$ cat src/sv/satl_set_mem.sv
`timescale 1ns / 1ps
`default_nettype none
// ----------------------------------------------------------------------------
// satl_set_mem
// One row per set: all ways' entries and the set stamp counter, registered read.
// ----------------------------------------------------------------------------
module satl_set_mem #(
  parameter int unsigned DEPTH = 32,
  parameter int unsigned WIDTH = 8
) (
  input  wire logic                                  clk,
  input  wire logic                                  we,
  input  wire logic [(DEPTH > 1 ? $clog2(DEPTH) : 1)-1:0] waddr,
  input  wire logic [WIDTH-1:0]                      wdata,
  input  wire logic [(DEPTH > 1 ? $clog2(DEPTH) : 1)-1:0] raddr,
  output logic      [WIDTH-1:0]                      rdata
);

  logic [WIDTH-1:0] mem [DEPTH];

  always_ff @(posedge clk) begin
    if (we) begin
      mem[waddr] <= wdata;
    end
    rdata <= mem[raddr];
  end

endmodule : satl_set_mem
`default_nettype wire

$ cat config.mk
export PLATFORM = sky130hd
export DESIGN_NAME = satl_set_mem
export DESIGN_NICKNAME = d
export VERILOG_FILES = /design/src/sv/satl_set_mem.sv
export SDC_FILE = /design/constraint.sdc
export NUM_CORES = 1
export LEC_CHECK = 0
export BUFFER_PORTS_ARGS = -buffer_cell sky130_fd_sc_hd__buf_2
export CELL_PAD_IN_SITES_DETAIL_PLACEMENT = 1
export CELL_PAD_IN_SITES_GLOBAL_PLACEMENT = 1
export CORE_MARGIN = 2
export CORE_UTILIZATION = 28
export CTS_BUF_LIST = sky130_fd_sc_hd__clkbuf_8
export DETAILED_ROUTE_END_ITERATION = 10
export GPL_TIMING_DRIVEN = 0
export PLACE_DENSITY = 0.46
export SLEW_MARGIN = 20
export SYNTH_ARGS = -nofsm -noshare
export SYNTH_HDL_FRONTEND = slang
export SYNTH_SLANG_ARGS = --single-unit
$ cat constraint.sdc
create_clock -name clk -period 2.2 [get_ports clk]
set_input_delay 0.11 -clock clk [delete_from_list [all_inputs] [get_ports clk]]
set_output_delay 0.11 -clock clk [all_outputs]
set_load 0.03 [all_outputs]
==> impl_results.md <==
- Worst setup path class: input port to flip-flop
- Worst hold path endpoint: mem[31][4]
- DP Worst Slack: -0.613 ns
- Standard-cell rows: 69
- Count of input and output buffers: 22
- Global-route total usage across every layer: 0.130
- DIE HEIGHT: 193 um
- Detailed-route DRC error count: 0
- Maximum clock frequency: 0.470 GHz
- Critical path buffers and inverters: 2
- Sw Share: 0.223
- Max cap viols: 0
- Biggest fanout along the worst timing path: 10
- FF-to-FF End: rdata[2]
- Power density normalized to cell area: 881 nW/um2
- Mean cell area of the mapped netlist: 24.1 um2
- Status: complete, no violations
- Synthesized-area fraction occupied by ao, oa, aoi and oai cells: 0
- Dominant combinational cell family by area after synthesis: multiplexers
- Clock tree from TritonCTS: yes
- Combinational Power Share: 0.059
- CP max-delay cell: sky130_fd_sc_hd__clkbuf_1
- Fraction of power consumed by sequential logic: 0.551
- Warnings, synthesis: 0
- Area share of fa/ha/maj cells after synthesis: 0
- Buffer levels on the longest clock path: 3
- Via count normalized by instance count: 4.57
- HPWL reported at the end of detailed placement: 15,300 um
- Launching element type of the critical path: input port
- Post-placement cell count: 900
- Classification of the worst-slack hold path: input port to flip-flop
- Number of clock sinks seen by CTS: 264
- Biggest cell delay along the critical path: 0.62 ns
- Smallest setup slack after layout: 0.0713 ns
- Layout Cell Area excl Fill: 11,600 um2
- Part of the power in the clock network: 0.390
- Crit-path leading delay family: multiplexers
- Initial core utilization: 0.283
- Number of CTS-inserted buffers: 44
- Internal power: 7.91 mW
- Total nets after synthesis: 437
- Reg clk slew, reported paths: 0.06 ns
- Final-report max-slew violation count: 0
- 1st-iter DRT viols: 322
- Congestion Overflow GR: 0
- Total standard cell area after synthesis: 10,100 um2
- IR Drop Worst-Case VDD: 0.000309 V
- Final net count: 505
- Final std cells w/o fill: 981
- Top Ports: 28
- Most common cell after layout, fill and taps aside: sky130_fd_sc_hd__edfxtp_1
- Post-detailed-route wirelength per cell: 24.5 um
- Reg2Reg Setup Slack: 0.33 ns
- Area occupied by registers: 7850 um2
- Hold wc startpoint: wdata[4]
- Count of distinct cell types in the synthesized netlist: 15
- Leakage power total: 3.60 nW
- Antenna violations before repair: 0
- Number of levels the H-tree was split into: 2
- Hold buffer count at CTS: 0
- CP cell instances: clkbuf_1 > clkbuf_1 > mux4_2 > mux4_2 > mux2_2
- Number of global-route vias before repair: 4,996
- First-pass iteration count of the detailed router: 4
- Diode count: 0
- Transition time of the tightest slew-check pin: 1.05 ns
- Layout overhead on the synthesized area: 15.0%
- Maximum number of pins on one net before global-route repair: 33
- Layout cells sized above 1: 0.340
- Routed wire length: 24,000 um
- Area taken by multi-input logic gates: 2100 um2
- Global-route wire length before repair: 34,900 um
- Filler Cells Inserted: 3,473
- Relative slew margins: 0.300
- Flip-flop and latch count after synthesis: 264
- Required time worst endpoint: 2.62 ns
- Final setup skew: 0.0104 ns
- WP data arrival: 2.54 ns
- Count of vias placed by the detailed router: 4,486
- Final-report setup violation count: 0
- Share of synthesized cell area in and, or, nand and nor gates: 0.0207
- Number of antenna-violating nets in the routed design: 0
- Final cycle utilization of the critical path: 0.968
- Clock latency of the later-clocked register in the worst-skew pair: 0.54 ns
- Hold Path Stages: 1
- Setup TNS: 0 ns
- Last weighted congestion value of the routability-driven placer: 0.710
- Setup repair after global routing missed its margin: false
- Area after DPL: 10,700 um2
- Post-Syn Instances: 417
- Top library cells by usage in the layout, fill and taps aside: sky130_fd_sc_hd__edfxtp_1, sky130_fd_sc_hd__mux4_2, sky130_fd_sc_hd__clkbuf_8
- Worst Setup End Kind: flip-flop
- Tmin final: 2.13 ns
- Power spent charging and discharging nets: 2.27 mW
- Area of the die: 37,400 um2
- Core ar.: 35,500 um2
- Number of cells on the worst reg-to-reg path: 3
- Number of failing hold endpoints at the final stage: 0
- Mux contribution to synthesized area: 0.188
- Source of the worst register-to-register timing path: mem[21][2]
- Minimum hold slack: 0.144 ns
- Sequential element share of the synthesized area: 0.781
- Buffer cell driving the clock tree root: sky130_fd_sc_hd__clkbuf_8
- Horizontal die dimension: 193 um
- Area share of xor/xnor cells in the synthesized design: 0
==> through the flow <==
step                       util  total power [mW]
after floorplan               -              6.05
after CTS                 0.326              10.3
final                     0.326              10.2
after detailed placement  0.303              6.33
after global placement    0.303              6.32
after global routing      0.326              10.6
==> layer usage <==
layer  GRT usage  routed length (um)  vias to the layer above
li1            -                   -                     1923
met2       0.215               11700                      119
met3      0.0241                1260                       35
met1       0.177               10700                     2409
met5           0                   0                        -
met4      0.0365                 411                        0
==> worst max path at each step <==
stage             start  depth (start not counted)        to  slack (ns)
2_1_floorplan  raddr[2]                          5  rdata[0]        0.29
3_3_place_gp   raddr[2]                          5  rdata[2]       -0.59
3_5_place_dp   raddr[2]                          5  rdata[2]       -0.61
4_1_cts        raddr[2]                          5  rdata[4]        0.03
5_1_grt        raddr[2]                          5  rdata[4]        0.02
6_report       raddr[2]                          5  rdata[1]        0.07
==> cells in the mapped netlist (all sizes together) <==
| cell type | instances | area [um2] |
|---|---|---|
| edfxtp | 256 | 7690 |
| mux4 | 80 | 1800 |
| nor2 | 33 | 124 |
| buf | 14 | 83.8 |
| dfxtp | 8 | 160 |
| mux2 | 8 | 90.1 |
| clkbuf | 6 | 22.5 |
| nand3b | 5 | 37.5 |
| or3b | 3 | 26.3 |
| nand3 | 2 | 10.0 |
| nand2 | 1 | 3.75 |
| or3 | 1 | 6.26 |
==> cells by family after synthesis <==
family | after synthesis
muxes | 88
buffers and inverters | 20
and+or+nand+nor | 45
DFF | 264
==> sequential cells by signal (all words and copies together), names as in the netlist <==
name,cells
mem,256
rdata,8
==> layout make-up <==
cell class,instances,area share
plain buffers,20,0.00953
clock buffers,47,0.0560
clock inverters,34,0.0142
multi-input cells,133,0.182
flip-flops and latches,264,0.679
well taps,461,0.0499
repair buffers,22,0.00953
==> power groups by stage <==
stage,Sequential (mW),Combinational (mW),Clock (mW)
CTS,5.61,0.617,4.12
finish,5.61,0.596,3.98
floorplan,5.76,0.298,0
global route,5.62,0.637,4.31
global placement,5.71,0.604,0
detailed placement,5.72,0.615,0
==> repair_timing <==
action                                  4_1_cts  5_1_grt
buffers inserted                              0        0
resized for setup                             1        4
endpoints found under the setup margin        2        2
Power figures use the tool's default switching activity.
